File: config.mk
export PLATFORM = sky130hd
export DESIGN_NAME = double_ended_queue_core
export DESIGN_NICKNAME = d
export VERILOG_FILES = /design/src/hw/rtl/deq_pkg.sv /design/src/hw/rtl/deq_ctrl.sv /design/src/hw/rtl/deq_dpath.sv /design/src/hw/rtl/double_ended_queue_core.sv
export SDC_FILE = /design/constraint.sdc
export NUM_CORES = 2
export LEC_CHECK = 0
export ABC_AREA = 1
export BUFFER_PORTS_ARGS = -buffer_cell sky130_fd_sc_hd__buf_2
export CAP_MARGIN = 5
export CORE_MARGIN = 8
export CORE_UTILIZATION = 38
export DETAILED_ROUTE_END_ITERATION = 16
export PLACE_DENSITY_LB_ADDON = 0.25
export SYNTH_ARGS = -nofsm -noshare
export SYNTH_HDL_FRONTEND = slang
export SYNTH_HIERARCHICAL = 1
export SYNTH_SLANG_ARGS = --single-unit
File: constraint.sdc
create_clock -name clk -period 4.92 [get_ports clk]
set_clock_uncertainty 0.05 [all_clocks]
set_input_delay 0.246 -clock clk [delete_from_list [all_inputs] [get_ports clk]]
set_output_delay 0.246 -clock clk [all_outputs]
set_load 0.005 [all_outputs]
File: src/hw/rtl/deq_pkg.sv
// types, codes and defaults shared by the deque core
package deq_pkg;

	localparam int unsigned DEPTH_DEF = 64;
	localparam int unsigned WORD_W    = 32;
	localparam int unsigned KIND_W    = 3;
	localparam int unsigned STATUS_W  = 2;

	typedef enum logic [KIND_W-1:0] {
		KIND_PUSH_FRONT = 3'd0,
		KIND_PUSH_REAR  = 3'd1,
		KIND_POP_FRONT  = 3'd2,
		KIND_POP_REAR   = 3'd3,
		KIND_PEEK_FRONT = 3'd4,
		KIND_PEEK_REAR  = 3'd5
	} deq_kind_t;

	typedef enum logic [STATUS_W-1:0] {
		STATUS_OK    = 2'd0,
		STATUS_EMPTY = 2'd1,
		STATUS_FULL  = 2'd2
	} deq_status_t;

	typedef enum logic {
		S_IDLE,
		S_READ
	} deq_state_t;

	// controller to datapath
	typedef struct packed {
		logic accept;
		logic load_read;
	} deq_cmd_t;

	// datapath to controller
	typedef struct packed {
		logic needs_read;
	} deq_stat_t;

endpackage

File: src/hw/rtl/deq_ctrl.sv
// controller: handshake sequencing and output valid
module deq_ctrl (
	input  logic            clk,
	input  logic            arst_n,
	input  logic            in_valid,
	output logic            in_ready,
	output logic            out_valid,
	input  logic            out_ready,
	input  deq_pkg::deq_stat_t stat,
	output deq_pkg::deq_cmd_t  cmd
);
	import deq_pkg::*;

	deq_state_t state_q, state_nx;
	logic       out_valid_q;
	logic       accept;
	logic       load;

	assign in_ready = (state_q == S_IDLE) && (!out_valid_q || out_ready);
	assign accept   = in_valid && in_ready;
	assign out_valid = out_valid_q;

	always_comb begin
		state_nx = state_q;
		case (state_q)
			S_IDLE: begin
				if (accept && stat.needs_read) state_nx = S_READ;
			end
			S_READ: begin
				state_nx = S_IDLE;
			end
			default: begin
				state_nx = S_IDLE;
			end
		endcase
	end

	always_comb begin
		cmd.accept    = 1'b0;
		cmd.load_read = 1'b0;
		load          = 1'b0;
		case (state_q)
			S_IDLE: begin
				cmd.accept = accept;
				load       = accept && !stat.needs_read;
			end
			S_READ: begin
				// slot was freed when the beat was taken
				cmd.load_read = 1'b1;
				load          = 1'b1;
			end
			default: begin
				cmd.accept = 1'b0;
			end
		endcase
	end

	always_ff @(posedge clk or negedge arst_n) begin
		if (!arst_n) begin
			state_q     <= S_IDLE;
			out_valid_q <= 1'b0;
		end else begin
			state_q <= state_nx;
			if (load) begin
				out_valid_q <= 1'b1;
			end else if (out_ready) begin
				out_valid_q <= 1'b0;
			end
		end
	end

endmodule

File: src/hw/rtl/deq_dpath.sv
// datapath: entry memory, ring pointers and result registers
module deq_dpath #(
	parameter int unsigned DEPTH = deq_pkg::DEPTH_DEF,
	parameter int unsigned CW    = $clog2(DEPTH + 1)
) (
	input  logic                              clk,
	input  logic                              arst_n,
	input  deq_pkg::deq_cmd_t                 cmd,
	output deq_pkg::deq_stat_t                stat,
	input  logic [deq_pkg::KIND_W-1:0]        kind,
	input  logic signed [deq_pkg::WORD_W-1:0] value,
	output logic signed [deq_pkg::WORD_W-1:0] result_value,
	output logic [deq_pkg::STATUS_W-1:0]      status,
	output logic [CW-1:0]                     fill_count,
	output logic                              is_empty
);
	import deq_pkg::*;

	localparam int unsigned IW = (DEPTH > 1) ? $clog2(DEPTH) : 1;

	logic [WORD_W-1:0] entry_q [DEPTH];
	logic [WORD_W-1:0] rd_data_q;
	logic [IW-1:0]     head_q, head_nx;
	logic [CW-1:0]     count_q, count_nx;
	logic [CW-1:0]     count_m1;
	logic [IW-1:0]     head_prev, head_next, tail_pos, last_pos;
	logic [IW-1:0]     wr_addr, rd_addr;
	logic              wr_en;
	logic              is_full, is_zero;
	deq_status_t       status_nx;
	logic [WORD_W-1:0] imm_value;

	logic signed [WORD_W-1:0] result_value_q;
	logic [STATUS_W-1:0]      status_q;
	logic [CW-1:0]            fill_q;
	logic                     empty_q;

	function automatic logic [IW-1:0] ring_wrap(input logic [IW:0] s);
		logic [IW:0] r;
		r = (s >= (IW+1)'(DEPTH)) ? s - (IW+1)'(DEPTH) : s;
		return r[IW-1:0];
	endfunction

	assign is_full   = (count_q == CW'(DEPTH));
	assign is_zero   = (count_q == '0);
	assign count_m1  = count_q - CW'(1);
	assign head_prev = (head_q == '0) ? IW'(DEPTH - 1) : head_q - IW'(1);
	assign head_next = (head_q == IW'(DEPTH - 1)) ? '0 : head_q + IW'(1);
	assign tail_pos  = ring_wrap((IW+1)'(head_q) + (IW+1)'(count_q));
	assign last_pos  = ring_wrap((IW+1)'(head_q) + (IW+1)'(count_m1));

	always_comb begin
		head_nx         = head_q;
		count_nx        = count_q;
		wr_en           = 1'b0;
		wr_addr         = tail_pos;
		rd_addr         = head_q;
		status_nx       = STATUS_OK;
		imm_value       = '0;
		stat.needs_read = 1'b0;
		case (kind)
			KIND_PUSH_FRONT, KIND_PUSH_REAR: begin
				if (is_full) begin
					status_nx = STATUS_FULL;
				end else begin
					wr_en    = 1'b1;
					count_nx = count_q + CW'(1);
					if (kind == KIND_PUSH_FRONT) begin
						head_nx = head_prev;
						wr_addr = head_prev;
					end
				end
			end
			KIND_POP_FRONT, KIND_POP_REAR, KIND_PEEK_FRONT, KIND_PEEK_REAR: begin
				if (is_zero) begin
					status_nx = STATUS_EMPTY;
					imm_value = '1;
				end else begin
					stat.needs_read = 1'b1;
					if (kind == KIND_POP_REAR || kind == KIND_PEEK_REAR) begin
						rd_addr = last_pos;
					end
					if (kind == KIND_POP_FRONT) begin
						head_nx  = head_next;
						count_nx = count_m1;
					end else if (kind == KIND_POP_REAR) begin
						count_nx = count_m1;
					end
				end
			end
			default: begin
				// unused codes leave the queue alone
				status_nx = STATUS_OK;
			end
		endcase
	end

	always_ff @(posedge clk) begin
		if (cmd.accept && wr_en) begin
			entry_q[wr_addr] <= value;
		end
		if (cmd.accept) begin
			rd_data_q <= entry_q[rd_addr];
		end
	end

	always_ff @(posedge clk or negedge arst_n) begin
		if (!arst_n) begin
			head_q  <= '0;
			count_q <= '0;
		end else if (cmd.accept) begin
			head_q  <= head_nx;
			count_q <= count_nx;
		end
	end

	always_ff @(posedge clk) begin
		if (cmd.accept) begin
			result_value_q <= imm_value;
			status_q       <= status_nx;
			fill_q         <= count_nx;
			empty_q        <= (count_nx == '0);
		end else if (cmd.load_read) begin
			result_value_q <= rd_data_q;
		end
	end

	assign result_value = result_value_q;
	assign status       = status_q;
	assign fill_count   = fill_q;
	assign is_empty     = empty_q;

endmodule

File: src/hw/rtl/double_ended_queue_core.sv
// Double-ended queue of signed 32-bit words held in a ring of DEPTH entries. Every input
// beat carries one operation (push, pop or peek at either end) and yields exactly one
// result beat with the word, a status, the fill count after the operation and an empty
// flag. Pushes, unused operation codes and any operation answered as empty or full go
// straight to the output register; a pop or peek that reads an entry also passes a read
// state, since the entry memory has a registered read port, and takes no beat meanwhile.
// The result waits there, so the next beat can be taken in the cycle the previous result
// is taken. Entry memory needs no clearing after reset: only pushed entries are read.
module double_ended_queue_core #(
	parameter int unsigned DEPTH = deq_pkg::DEPTH_DEF,
	parameter int unsigned CW    = $clog2(DEPTH + 1)
) (
	input  logic                              clk,
	input  logic                              arst_n,
	input  logic                              in_valid,
	output logic                              in_ready,
	input  logic [deq_pkg::KIND_W-1:0]        kind,
	input  logic signed [deq_pkg::WORD_W-1:0] value,
	output logic                              out_valid,
	input  logic                              out_ready,
	output logic signed [deq_pkg::WORD_W-1:0] result_value,
	output logic [deq_pkg::STATUS_W-1:0]      status,
	output logic [CW-1:0]                     fill_count,
	output logic                              is_empty
);
	import deq_pkg::*;

	deq_cmd_t  cmd;
	deq_stat_t stat;

	deq_ctrl u_ctrl (
		.clk       (clk),
		.arst_n    (arst_n),
		.in_valid  (in_valid),
		.in_ready  (in_ready),
		.out_valid (out_valid),
		.out_ready (out_ready),
		.stat      (stat),
		.cmd       (cmd)
	);

	deq_dpath #(
		.DEPTH (DEPTH),
		.CW    (CW)
	) u_dpath (
		.clk          (clk),
		.arst_n       (arst_n),
		.cmd          (cmd),
		.stat         (stat),
		.kind         (kind),
		.value        (value),
		.result_value (result_value),
		.status       (status),
		.fill_count   (fill_count),
		.is_empty     (is_empty)
	);

endmodule

==> flow_metrics.py <==
metrics = {
    "setup_path": {
        "critPathMaxFanout": 32,
        "cpPeakStageDelay_ns": 1.07,
        "crit_slowest_cell": "nor2_4",
        "r2r-start": "u_dpath/count_q[0]",
        "end_kind": "flip-flop",
        "cpLargestDelayFamily": "simple AND/OR/NAND/NOR gates",
        "worst-setup-path-type": "reg2reg",
        "cp-start-kind": "flip-flop",
        "cp_cell_sequence": "inv_1 -> ha_1 -> nand3_1 -> nor3_2 -> nor2_1 -> o21ai_0 -> buf_4 -> inv_1 -> nand3_1 -> nor2_4",
        "reg2reg_setup_slack_ns": 0.53,
        "regToRegEndpoint": "u_dpath/entry_q[33][19]",
        "cp.required_ns": 5.31,
        "critPathBufInv": 3,
        "reg2reg_depth": 10,
        "critPathArrivalTime_ns": 4.78,
    },
    "synthesis": {
        "yosysMostFrequentCell": "nand3_1",
        "synth_top_area_cell": "edfxtp_1",
        "synth.top_cell.area_share_pct": 67.8,
        "syn_area_mm2": 0.0940,
        "synth-edff-count": 2122,
        "synth_area_leaders": "edfxtp_1 68%, nand3_1 12%, nand2_1 8.5%, inv_1 7.9%, buf_2 1.8%",
        "dominantRegCellSynth": "edfxtp_1",
        "synth_cell_types": 40,
        "ys_top_cells_by_count": "2176 x nand3_1, 2122 x edfxtp_1, 2117 x nand2_1",
        "synth-seq-cells": 2137,
        "yosysSeqAreaShare_pct": 68.2,
        "netlist_instances": 9084,
        "syn_area_per_cell_um2": 10.3,
        "yosysWarnings": 6,
        "syn-num-nets": 9140,
        "synthArstFlopShare_pct": 0.702,
    },
    "clock_network": {
        "clock-sinks": 2137,
        "cts_max_path_buffers": 3,
        "clk_pin_slew_worst_paths_ns": 0.06,
        "cts_root_buffer": "clkbuf_16",
        "postCtsSetupRepairBufs": 0,
        "h-tree-depth": 4,
        "tritoncts": "done",
        "worstSkewPairLatency_ns": 0.85,
        "cts_buffers": 219,
    },
    "placement": {
        "dp_slack_ns": 0.590,
        "io_buffers": 82,
        "dp_hpwl_um": 153000,
        "routabilityCongestion": 0.862,
    },
    "route": {
        "dr.pass1.iters": 6,
        "met3_length_um": 19200,
        "maxUsedRoutingLayer": "met5",
        "dr.first_iter.drc_count": 6184,
        "post_drt_wl_per_cell_um": 21.0,
        "vias": 63400,
        "via_per_inst": 5.03,
        "wl_um": 265000,
        "wl_met2_um": 123000,
        "ant_nets": 0,
        "drc": 0,
        "wl_met1_um": 115000,
    },
    "pwr": {
        "vdd_ir_drop_max_uv": 696,
        "cellPowerDensity_mw_per_mm2": 614,
        "power.leakage_nw": 44.6,
    },
    "floorplan": {
        "die_area_mm2": 0.263,
        "die_h_um": 513,
        "initial_core_util_pct": 38.2,
        "core-area_mm2": 0.246,
        "die_w_um": 513,
        "rows": 182,
        "io_pins": 83,
    },
    "global_route": {
        "antenna_found_initial": 17,
        "grt_max_degree": 129,
        "grt_pass1_wl_um": 394000,
        "grtUsageTotal_pct": 19.6,
        "overflow": 0,
        "grt_pass1_vias": 60500,
    },
    "sta": {
        "fmax_mhz": 228,
        "setup_slack_ns": 0.530,
        "final_max_slew_viol_count": 0,
        "setup_viol": 0,
        "grt_setup_unrepaired": "no",
        "finalSetupTns_ns": 0,
        "hold_viol": 0,
        "worst_pin_slew_ns": 1.13,
        "timing.final.crit_share_pct": 89.2,
        "post-route-min-period_ns": 4.39,
        "relSlewSlack_pct": 24.3,
    },
    "outcome": {
        "status": "finished clean",
    },
    "hold_path": {
        "holdPathEnd": "u_dpath/entry_q[10][10]",
        "min_path_cells": 1,
        "hp-class": "in2reg",
        "hold_start": "value[10]",
    },
    "layout": {
        "syn_to_final_growth_pct": 13.3,
        "drive_gt1_share_pct": 7.76,
        "nets": 9259,
    },
    "job": {
        "maxCapViolations": 0,
    },
}
-- sequential cells by signal, summed over array words and instances, names as in the netlist --
| signal | count |
|---|---|
| u_dpath/is_empty | 1 |
| u_dpath/head_q | 6 |
| u_ctrl/state_q | 1 |
| u_dpath/count_q | 7 |
| u_dpath/fill_count | 7 |
| u_dpath/entry_q | 2048 |
| u_dpath/rd_data_q | 32 |
| u_dpath/result_value | 32 |
| u_ctrl/out_valid | 1 |
| u_dpath/status | 2 |
-- kinds of logic after synthesis --
family          synth area share (%)
xor+xnor                       0.131
flops                           68.2
simple gates                    20.6
fa+ha+maj                      0.242
compound gates                 0.370
buf+inv                         10.4
-- what timing repair did --
item                      in CTS  in global routing
hold buffers                  31                  0
gates resized for setup        0                  0
hold endpoints to repair     482                  0
-- layer usage --
layer  vias up  GRT usage (%)
met5         -              0
met4         4           5.55
met1     31000           27.5
met2      2257           31.7
met3       403           3.08
li1      29800              -
-- layout make-up --
type                    instances  area [µm²]
fillers                     23000      139000
flip-flops and latches       2137       64100
multi-input cells            4498       20600
inverters                    1976        7430
clock buffers                 277        5780
well taps                    3220        4030
repair buffers                371        3490
clock inverters               123        1010
diodes                          7        17.5
-- cell usage in the layout, fill, tap and decap left out, types with 15 or more instances in the layout --
cell type / instances
nand2_1: 2113
edfxtp_1: 2122
dlygate4sd3_1: 31
clkinv_1: 60
clkbuf_16: 222
buf_4: 205
inv_1: 1963
clkinv_2: 32
buf_12: 64
o21ai_0: 27
dfrtp_1: 15
clkbuf_1: 53
buf_2: 71
nor2_4: 64
nor2_1: 26
nand3_1: 2175
ha_1: 15
-- through the flow --
step | power (W) | hold slack (ns) | cell area (µm²) | cells | utilization, %
global placement | 0.0493 | 0.153 | 99400 | 12200 | 40.4
finish | 0.0654 | 0.0306 | 106000 | 12600 | 43.3
CTS | 0.0656 | 0.00162 | 106000 | 12600 | 43.3
floorplan | 0.0383 | -0.0996 | 94000 | 9084 | -
detailed placement | 0.0496 | 0.156 | 99400 | 12200 | 40.4
global route | 0.0687 | 0.0366 | 106000 | 12600 | 43.3
-- power breakdown --
group / leakage [nW] / switching, W / internal [W]
clock network: 3.30 / 0.00701 / 0.00896
logic: 22.0 / 0.0204 / 0.00784
registers: 19.3 / 0.000415 / 0.0208
-- worst max-delay path by stage --
| stage | to | cells after the start | slack (ns) | start |
|---|---|---|---|---|
| 2_1_floorplan | u_dpath/entry_q[16][0] | 9 | 0.95 | u_dpath/head_q[0] |
| 3_3_place_gp | u_dpath/entry_q[33][21] | 11 | 0.53 | u_dpath/head_q[0] |
| 3_5_place_dp | u_dpath/entry_q[33][22] | 9 | 0.59 | u_dpath/count_q[0] |
| 4_1_cts | u_dpath/entry_q[33][6] | 9 | 0.58 | u_dpath/count_q[0] |
| 5_1_grt | u_dpath/entry_q[33][6] | 9 | 0.32 | u_dpath/count_q[0] |
| 6_report | u_dpath/entry_q[33][19] | 10 | 0.53 | u_dpath/count_q[0] |
Power figures use the tool's default switching activity.
